--- config.mk ---
export PLATFORM = sky130hd
export DESIGN_NAME = prefixed_string_stream_parser_core
export DESIGN_NICKNAME = d
export VERILOG_FILES = /design/src/rtl/psp_pkg.sv /design/src/rtl/psp_front.sv /design/src/rtl/psp_back.sv /design/src/rtl/prefixed_string_stream_parser_core.sv
export SDC_FILE = /design/constraint.sdc
export NUM_CORES = 1
export LEC_CHECK = 0
export BUFFER_PORTS_ARGS = -buffer_cell sky130_fd_sc_hd__buf_2
export CAP_MARGIN = 20
export CORE_ASPECT_RATIO = 0.8
export CORE_MARGIN = 8
export CORE_UTILIZATION = 35
export DETAILED_ROUTE_END_ITERATION = 12
export PLACE_DENSITY = 0.53
export RECOVER_POWER = 50
export REMOVE_ABC_BUFFERS = 1
export SKIP_LAST_GASP = 1
export SLEW_MARGIN = 20
export SYNTH_ARGS = -nofsm -noshare
export SYNTH_HDL_FRONTEND = slang
export SYNTH_SLANG_ARGS = --single-unit
--- constraint.sdc ---
create_clock -name clock -period 5.3 [get_ports clock]
set_clock_uncertainty 0.05 [all_clocks]
set_input_delay 0.265 -clock clock [delete_from_list [all_inputs] [get_ports clock]]
set_output_delay 0.265 -clock clock [all_outputs]
set_load 0.02 [all_outputs]
--- src/rtl/psp_pkg.sv ---
package psp_pkg;

   // Input transaction: one stream byte or an end-of-buffer marker
   typedef struct packed {
      logic [7:0] data_byte;
      logic       buffer_end;
   } req_type;

   // Result transaction
   typedef struct packed {
      logic [7:0] out_byte;
      logic       has_byte;
      logic       string_end;
      logic [1:0] status;
   } rsp_type;

   // Status codes
   localparam logic [1:0] STATUS_OK         = 2'd0;
   localparam logic [1:0] STATUS_BAD_HEADER = 2'd1;
   localparam logic [1:0] STATUS_OVERFLOW   = 2'd2;
   localparam logic [1:0] STATUS_END        = 2'd3;

   // Header bytes
   localparam logic [7:0] HDR_EMPTY  = 8'h00;
   localparam logic [7:0] HDR_LENGTH = 8'h0B;
   localparam logic [7:0] CTRL_LIMIT = 8'h20;

   // ULEB128 group size
   localparam int LEB_GROUP_BITS = 7;

   // One queue entry: the results caused by one input byte (one or two)
   typedef struct packed {
      logic    two;
      rsp_type first;
      rsp_type second;
   } entry_type;

   // Front to back: push of one entry
   typedef struct packed {
      logic      push;
      entry_type entry;
   } push_type;

   // Result queue between front and back
   localparam int QUEUE_DEPTH    = 4;
   localparam int QUEUE_PTR_BITS = $clog2(QUEUE_DEPTH);
   localparam int QUEUE_CNT_BITS = $clog2(QUEUE_DEPTH + 1);

endpackage

--- src/rtl/psp_front.sv ---
module psp_front
   import psp_pkg::*;
#(
   parameter int LENGTH_BITS = 32
) (
   input  logic     clock,
   input  logic     reset,
   input  logic     req_valid,
   output logic     req_stall,
   input  req_type  req_data,
   input  logic     space,
   output push_type push_req
);

   typedef enum logic [3:0] {
      MODE_IDLE = 4'b0001,
      MODE_LEN  = 4'b0010,
      MODE_PAY  = 4'b0100,
      MODE_RAW  = 4'b1000
   } mode_type;

   localparam logic [5:0] LEN_LIMIT = 6'(LENGTH_BITS);
   localparam logic [5:0] GROUP     = 6'(LEB_GROUP_BITS);

   mode_type               mode_ff, mode_in;
   logic [LENGTH_BITS-1:0] len_ff, len_in;
   logic [2:0]             step_ff, step_in;
   logic [LENGTH_BITS-1:0] left_ff, left_in;

   logic                   accept;
   logic [7:0]             b;
   logic                   hdr_emit;
   rsp_type                hdr_rsp;
   mode_type               hdr_mode;
   logic [5:0]             shift_amt;
   logic [5:0]             next_bits;
   logic [LENGTH_BITS-1:0] group_ext;
   logic [LENGTH_BITS-1:0] acc_new;

   assign req_stall = !space;
   assign accept    = req_valid && space;
   assign b         = req_data.data_byte;

   // Header decode, shared by idle state and raw-string termination
   always_comb begin
      hdr_emit = 1'b1;
      hdr_rsp  = '0;
      hdr_mode = MODE_IDLE;
      if (b == HDR_EMPTY) begin
         hdr_rsp.string_end = 1'b1;
      end else if (b == HDR_LENGTH) begin
         hdr_emit = 1'b0;
         hdr_mode = MODE_LEN;
      end else if (b < CTRL_LIMIT) begin
         hdr_rsp.status = STATUS_BAD_HEADER;
      end else begin
         hdr_rsp.out_byte = b;
         hdr_rsp.has_byte = 1'b1;
         hdr_mode         = MODE_RAW;
      end
   end

   // Length group placement and overflow bound
   assign shift_amt = {3'b000, step_ff} * GROUP;
   assign next_bits = ({3'b000, step_ff} + 6'd1) * GROUP;
   assign group_ext = LENGTH_BITS'(b[LEB_GROUP_BITS-1:0]);
   assign acc_new   = len_ff | (group_ext << shift_amt);

   // Parser mode update and result generation
   always_comb begin
      mode_in  = mode_ff;
      len_in   = len_ff;
      step_in  = step_ff;
      left_in  = left_ff;
      push_req = '0;
      case (mode_ff)
         MODE_IDLE: begin
            if (req_data.buffer_end) begin
               push_req.push               = 1'b1;
               push_req.entry.first.status = STATUS_END;
            end else begin
               push_req.push        = hdr_emit;
               push_req.entry.first = hdr_rsp;
               mode_in              = hdr_mode;
               if (b == HDR_LENGTH) begin
                  len_in  = '0;
                  step_in = '0;
               end
            end
         end
         MODE_LEN: begin
            if (req_data.buffer_end) begin
               mode_in                     = MODE_IDLE;
               push_req.push               = 1'b1;
               push_req.entry.first.status = STATUS_END;
            end else begin
               len_in = acc_new;
               if (!b[7]) begin
                  if (acc_new == '0) begin
                     mode_in                         = MODE_IDLE;
                     push_req.push                   = 1'b1;
                     push_req.entry.first.string_end = 1'b1;
                  end else begin
                     left_in = acc_new;
                     mode_in = MODE_PAY;
                  end
               end else begin
                  step_in = step_ff + 3'd1;
                  if (next_bits >= LEN_LIMIT) begin
                     mode_in                     = MODE_IDLE;
                     push_req.push               = 1'b1;
                     push_req.entry.first.status = STATUS_OVERFLOW;
                  end
               end
            end
         end
         MODE_PAY: begin
            push_req.push = 1'b1;
            if (req_data.buffer_end) begin
               mode_in                     = MODE_IDLE;
               push_req.entry.first.status = STATUS_END;
            end else begin
               left_in                       = left_ff - LENGTH_BITS'(1);
               push_req.entry.first.out_byte = b;
               push_req.entry.first.has_byte = 1'b1;
               if (left_ff == LENGTH_BITS'(1)) begin
                  mode_in                         = MODE_IDLE;
                  push_req.entry.first.string_end = 1'b1;
               end
            end
         end
         MODE_RAW: begin
            push_req.push = 1'b1;
            if (req_data.buffer_end) begin
               mode_in                         = MODE_IDLE;
               push_req.entry.first.string_end = 1'b1;
            end else if (b < CTRL_LIMIT) begin
               // close the string, then treat the byte as a header
               push_req.entry.first.string_end = 1'b1;
               push_req.entry.two              = hdr_emit;
               push_req.entry.second           = hdr_rsp;
               mode_in                         = hdr_mode;
               if (b == HDR_LENGTH) begin
                  len_in  = '0;
                  step_in = '0;
               end
            end else begin
               push_req.entry.first.out_byte = b;
               push_req.entry.first.has_byte = 1'b1;
            end
         end
         default: begin
            mode_in = MODE_IDLE;
         end
      endcase
      if (!accept) begin
         mode_in       = mode_ff;
         len_in        = len_ff;
         step_in       = step_ff;
         left_in       = left_ff;
         push_req.push = 1'b0;
      end
   end

   always_ff @(posedge clock) begin
      if (reset) begin
         mode_ff <= MODE_IDLE;
         len_ff  <= '0;
         step_ff <= '0;
         left_ff <= '0;
      end else begin
         mode_ff <= mode_in;
         len_ff  <= len_in;
         step_ff <= step_in;
         left_ff <= left_in;
      end
   end

`ifndef NO_ASSERTIONS
   // payload mode always has bytes still to come
   a_pay_left: assert property (@(posedge clock) disable iff (reset)
      mode_ff == MODE_PAY |-> left_ff != '0)
      else $error("payload mode with zero bytes left");

   // the length group never starts at or beyond the length width
   a_shift_range: assert property (@(posedge clock) disable iff (reset)
      mode_ff == MODE_LEN |-> shift_amt < LEN_LIMIT)
      else $error("length shift beyond width");

   // nothing is pushed without room in the queue
   a_push_space: assert property (@(posedge clock) disable iff (reset)
      push_req.push |-> space)
      else $error("push into full queue");
`endif

endmodule

--- src/rtl/psp_back.sv ---
module psp_back
   import psp_pkg::*;
(
   input  logic     clock,
   input  logic     reset,
   input  push_type push_req,
   output logic     space,
   output logic     rsp_valid,
   input  logic     rsp_stall,
   output rsp_type  rsp_data
);

   entry_type                 queue_mem [QUEUE_DEPTH];
   logic [QUEUE_PTR_BITS-1:0] head_ff, head_in;
   logic [QUEUE_PTR_BITS-1:0] tail_ff, tail_in;
   logic [QUEUE_CNT_BITS-1:0] count_ff, count_in;
   logic                      second_ff, second_in;
   logic                      rsp_valid_ff, rsp_valid_in;
   rsp_type                   rsp_data_ff, rsp_data_in;

   entry_type                 head_entry;
   logic                      load;
   logic                      pop;

   assign space      = count_ff != QUEUE_CNT_BITS'(QUEUE_DEPTH);
   assign head_entry = queue_mem[head_ff];
   assign rsp_valid  = rsp_valid_ff;
   assign rsp_data   = rsp_data_ff;

   // Output register: take the next result when empty or being taken
   always_comb begin
      load         = !rsp_valid_ff || !rsp_stall;
      pop          = 1'b0;
      second_in    = second_ff;
      rsp_valid_in = rsp_valid_ff;
      rsp_data_in  = rsp_data_ff;
      if (load) begin
         rsp_valid_in = count_ff != '0;
         if (count_ff != '0) begin
            if (second_ff) begin
               rsp_data_in = head_entry.second;
               second_in   = 1'b0;
               pop         = 1'b1;
            end else begin
               rsp_data_in = head_entry.first;
               if (head_entry.two) begin
                  second_in = 1'b1;
               end else begin
                  pop = 1'b1;
               end
            end
         end
      end
   end

   // Queue pointers
   always_comb begin
      head_in  = pop ? head_ff + QUEUE_PTR_BITS'(1) : head_ff;
      tail_in  = push_req.push ? tail_ff + QUEUE_PTR_BITS'(1) : tail_ff;
      count_in = count_ff + QUEUE_CNT_BITS'(push_req.push) - QUEUE_CNT_BITS'(pop);
   end

   always_ff @(posedge clock) begin
      if (push_req.push) begin
         queue_mem[tail_ff] <= push_req.entry;
      end
      rsp_data_ff <= rsp_data_in;
   end

   always_ff @(posedge clock) begin
      if (reset) begin
         head_ff      <= '0;
         tail_ff      <= '0;
         count_ff     <= '0;
         second_ff    <= 1'b0;
         rsp_valid_ff <= 1'b0;
      end else begin
         head_ff      <= head_in;
         tail_ff      <= tail_in;
         count_ff     <= count_in;
         second_ff    <= second_in;
         rsp_valid_ff <= rsp_valid_in;
      end
   end

`ifndef NO_ASSERTIONS
   // fill level stays within the queue
   a_count_bound: assert property (@(posedge clock) disable iff (reset)
      count_ff <= QUEUE_CNT_BITS'(QUEUE_DEPTH))
      else $error("queue overfilled");

   // a pending second result always has its entry at the head
   a_second_entry: assert property (@(posedge clock) disable iff (reset)
      second_ff |-> count_ff != '0 && head_entry.two)
      else $error("second result without entry");

   // pointers and fill level agree
   a_ptr_count: assert property (@(posedge clock) disable iff (reset)
      (count_ff == '0 || count_ff == QUEUE_CNT_BITS'(QUEUE_DEPTH)) |-> head_ff == tail_ff)
      else $error("queue pointers inconsistent");
`endif

endmodule

--- src/rtl/prefixed_string_stream_parser_core.sv ---
// Length-prefixed string stream parser.
// req channel: one transaction per stream byte (data_byte), or an
//   end-of-buffer marker (buffer_end set, data_byte ignored).
// rsp channel: one transaction per string character, string end marker or
//   status; a control byte that closes a raw string and is not a length
//   header gives two transactions.
// Throughput: one request transaction per cycle while the result side keeps
//   up; a byte with two results holds the result side for both of them and the
//   four-entry result queue absorbs it. The single result register, moving
//   one transaction per cycle while rsp_stall is low, sets the sustained rate.
// Path: a result is written into the queue and then registered in the output
//   register, also when the queue is empty.
// Stall: a stalled result holds in the output register; the parser keeps
//   taking bytes until the queue is full, then raises req_stall.
// Reset: synchronous; the parser waits for a header, the queue is empty and
//   rsp_valid is low.
module prefixed_string_stream_parser_core
   import psp_pkg::*;
#(
   parameter int LENGTH_BITS = 32
) (
   input  logic    clock,
   input  logic    reset,
   input  logic    req_valid,
   output logic    req_stall,
   input  req_type req_data,
   output logic    rsp_valid,
   input  logic    rsp_stall,
   output rsp_type rsp_data
);

   push_type push_req;
   logic     space;

   psp_front #(
      .LENGTH_BITS(LENGTH_BITS)
   ) u_front (
      .clock    (clock),
      .reset    (reset),
      .req_valid(req_valid),
      .req_stall(req_stall),
      .req_data (req_data),
      .space    (space),
      .push_req (push_req)
   );

   psp_back u_back (
      .clock    (clock),
      .reset    (reset),
      .push_req (push_req),
      .space    (space),
      .rsp_valid(rsp_valid),
      .rsp_stall(rsp_stall),
      .rsp_data (rsp_data)
   );

endmodule
==> impl_metrics.py <==
metrics = {
    "sta": {
        "slew_headroom_pct": -51.4,
        "rsz0062_at_grt": "no",
        "fmax_ghz": 0.203,
        "slew_viol_final": 42,
        "tightestPinTransition_ns": 2.24,
        "finalCritPeriodShare_pct": 93.0,
        "hold_viol_final": 0,
        "fin_crit_ns": 4.93,
        "setup_violations": 0,
    },
    "critical_path": {
        "timing.rr.end": "u_back.count_ff[1]",
        "critPathMaxFanout": 14,
        "timing.reg2reg.setup_slack_ns": 0.37,
        "crit_slowest_cell": "a2111oi_0",
        "setup.worst_path.end_class": "flip-flop",
        "worst_ep_arrival_time_ns": 5.17,
        "reg2reg_depth": 16,
        "cp_slowest_stage_delay_ns": 0.67,
        "required_ns": 5.54,
        "rr_startpoint": "u_front.step_ff[0]",
        "start_kind": "flip-flop",
        "path_class": "flip-flop to flip-flop",
        "path_cells": "and2_1 -> nand2_1 -> fa_1 -> inv_1 -> ha_1 -> nand2_1 -> nor3b_1 -> a2111oi_0 -> a21boi_0 -> o31a_1 -> inv_1 -> ha_1 -> inv_1 -> ha_1 -> fa_1 -> nor2b_1",
    },
    "grt": {
        "grt_max_degree": 82,
        "grt_pass1_wl_mm": 37.3,
        "track_usage_pct": 15.1,
        "grt_overflow": 0,
        "antenna_found_initial": 0,
        "grt_pass1_vias": 6350,
    },
    "clock_network": {
        "cts_buffers": 17,
        "cts_tree": "done",
        "clock_path_buffers": 2,
        "cts_htree_levels": 4,
        "cts_resized": 0,
        "cts-root-buf": "clkbuf_16",
        "post-cts-setup-buffer-count": 0,
        "cts_sinks": 190,
        "clkLatencyLatePin_ns": 0.44,
        "path_clk_slew_ns": 0.08,
        "hold_buffers": 0,
    },
    "synthesis": {
        "synth_area_um2": 9070,
        "synth_top_family_by_area": "simple AND/OR/NAND/NOR gates",
        "synth_edf_count": 108,
        "synthTopCellsByArea": "edfxtp_1, dfxtp_1, mux4_2",
        "yosysSeqAreaShare_pct": 53.8,
        "synth_mux_area_share_pct": 6.88,
        "ys_async_sr_fraction_pct": 0,
        "synth_fa_ha_area_share_pct": 2.45,
        "synth_top_area_share_pct": 35.7,
        "ys_ff_latch": 190,
        "synth-compound-area-share_pct": 15.4,
        "ys_types": 85,
        "synthXorXnorAreaFrac_pct": 0.869,
        "ys.flop_type": "edfxtp_1",
        "syn_inst": 817,
        "avgSynthCellArea_um2": 11.1,
        "synth_top_area_cell": "edfxtp_1",
        "yosys.area_share.simple_pct": 17.0,
        "yosysWarnings": 0,
    },
    "routing": {
        "dr.pass1.iters": 4,
        "dr_total_vias": 6555,
        "drtAntennaViolNets": 0,
        "wirelength_mm": 23.4,
        "drtIter0Drc": 718,
        "wl_per_cell_um": 19.5,
        "drc": 0,
        "via_per_inst": 5.47,
    },
    "power_and_ir_drop": {
        "irDropWorstVdd_v": 0.000268,
        "p_total_uw": 4000,
        "p_leak_uw": 0.00358,
        "powerDensity_nw_per_um2": 391,
    },
    "floorplan": {
        "core_area_um2": 25400,
        "rows": 52,
        "die_w_um": 196,
        "start_util_pct": 35.8,
        "dieArea_um2": 31400,
        "boundaryPins": 27,
        "fp.dieH_um": 160,
    },
    "hold_path": {
        "whs_endpoint": "u_back.rsp_valid",
        "hold_path.class": "primary input to flip-flop",
        "holdPathStages": 3,
        "holdCritStartpoint": "rsp_stall",
    },
    "place": {
        "gp_routability_congestion": 0.829,
        "dp_hpwl_mm": 15.8,
        "port-buffer-count": 26,
        "placed_area_um2": 9640,
    },
    "final_layout": {
        "synthToLayoutAreaGrowth_pct": 12.5,
        "drive_above_1_share_pct": 12.1,
        "utilization_pct": 40.2,
        "diodes": 0,
        "fin_area_um2": 10200,
        "layout.nets": 891,
    },
    "outcome": {
        "violations": "capacitance limit, slew limit",
        "status": "finished with violations",
    },
    "run": {
        "cap_violations": 2,
    },
}
-- area by class of cell --
cell class,instances,area [µm²]
Fill cell,2442,15200
Sequential cell,190,4880
Multi-Input combinational cell,586,3960
Clock buffer,17,425
Tap cell,324,405
Clock inverter,15,220
Timing Repair Buffer,41,218
Inverter,26,97.6
-- flip-flops by register name, summed over array words and instances (netlist names), named ones only --
register / flops
u_front.len_ff: 32
u_front.step_ff: 3
u_back.count_ff: 3
u_front.mode_ff: 4
u_back.second_ff: 1
u_back.head_ff: 2
u_back.rsp_valid: 1
u_front.left_ff: 32
u_back.queue_mem: 96
u_back.tail_ff: 2
u_back.rsp_data: 12
-- stage by stage --
stage / hold WS [ns] / instances / setup WS [ns] / TNS, ns
after floorplan: 0.280 / 802 / -0.193 / -3.50
after global placement: 0.407 / 1167 / 0.655 / 0
after detailed placement: 0.410 / 1167 / 0.473 / 0
after CTS: 0.0185 / 1199 / 0.444 / 0
after global routing: 0.0197 / 1199 / 0.0555 / 0
final: 0.0324 / 1199 / 0.372 / 0
-- logic make-up after synthesis --
group	after synthesis
AND/OR/NAND/NOR	301
AO/OA/AOI/OAI	192
flip-flops	190
buffers and inverters	76
multiplexers	32
adder cells (fa/ha/maj)	16
XOR/XNOR	9
other	1
-- where the power goes --
group	internal (µW)	switching, µW	total (µW)
clock network	702	673	1380
registers	1770	117	1890
logic	305	423	729
-- cell usage in the layout, fill, tap and decap left out, types with 5 or more instances in the layout --
cell / count
o211ai_1: 5
and2_1: 7
mux2i_1: 5
and2_0: 8
ha_1: 13
nor2_1: 83
conb_1: 36
buf_4: 13
nor3_1: 23
edfxtp_1: 108
buf_2: 12
o32ai_1: 9
or3_1: 8
nor2b_1: 14
o31ai_1: 6
mux4_2: 24
a32oi_1: 10
and3_1: 7
inv_1: 26
a211oi_1: 10
a31oi_1: 8
a21oi_1: 58
a22oi_1: 16
clkbuf_1: 16
nand3_1: 19
nand2_1: 75
o21ai_0: 23
nor4_1: 16
xnor2_1: 8
or4_1: 6
dfxtp_1: 82
clkbuf_16: 17
-- per-layer routing --
layer	part of all wire, %	vias up	track usage [%]	wire length (µm)
met5	0	-	0	0
met4	1.4	0	4.58	336
met3	5.3	22	3.00	1240
met2	42	187	20.9	9820
met1	51	3190	23.0	12000
li1	-	3156	-	-
-- critical path, delay by kind of cell (launching register included) --
kind	cells	cell delay, ns
AND/OR/NAND/NOR	5	0.96
adder cells (fa/ha/maj)	5	1.61
AO/OA/AOI/OAI	3	1.36
flip-flops	1	0.63
buffers and inverters	3	0.18
-- cells in the mapped netlist, types with 10 or more instances --
master    number
nand3_1       19
nor3_1        23
dfxtp_1       82
nor4_1        16
nand2_1       75
clkbuf_1      26
inv_1         26
ha_1          13
a32oi_1       10
o21ai_0       22
a211oi_1      10
mux4_2        24
nor2_1        83
buf_2         10
a21oi_1       58
a22oi_1       16
nor2b_1       14
edfxtp_1     108
and2_1        15
buf_1         10
-- worst max-delay path by stage --
stage	slack, ns	from	endpoint	depth (start not counted)
after floorplan	-0.19	u_front.mode_ff[2]	u_back.count_ff[2]	12
after global placement	0.65	u_front.step_ff[0]	u_back.count_ff[1]	16
after detailed placement	0.47	u_front.step_ff[0]	u_back.count_ff[1]	16
after CTS	0.44	u_front.step_ff[0]	u_back.count_ff[1]	16
after global routing	0.06	u_front.step_ff[1]	u_back.count_ff[1]	16
final	0.37	u_front.step_ff[0]	u_back.count_ff[1]	16
No activity file was read; power rests on OpenSTA's default activity.
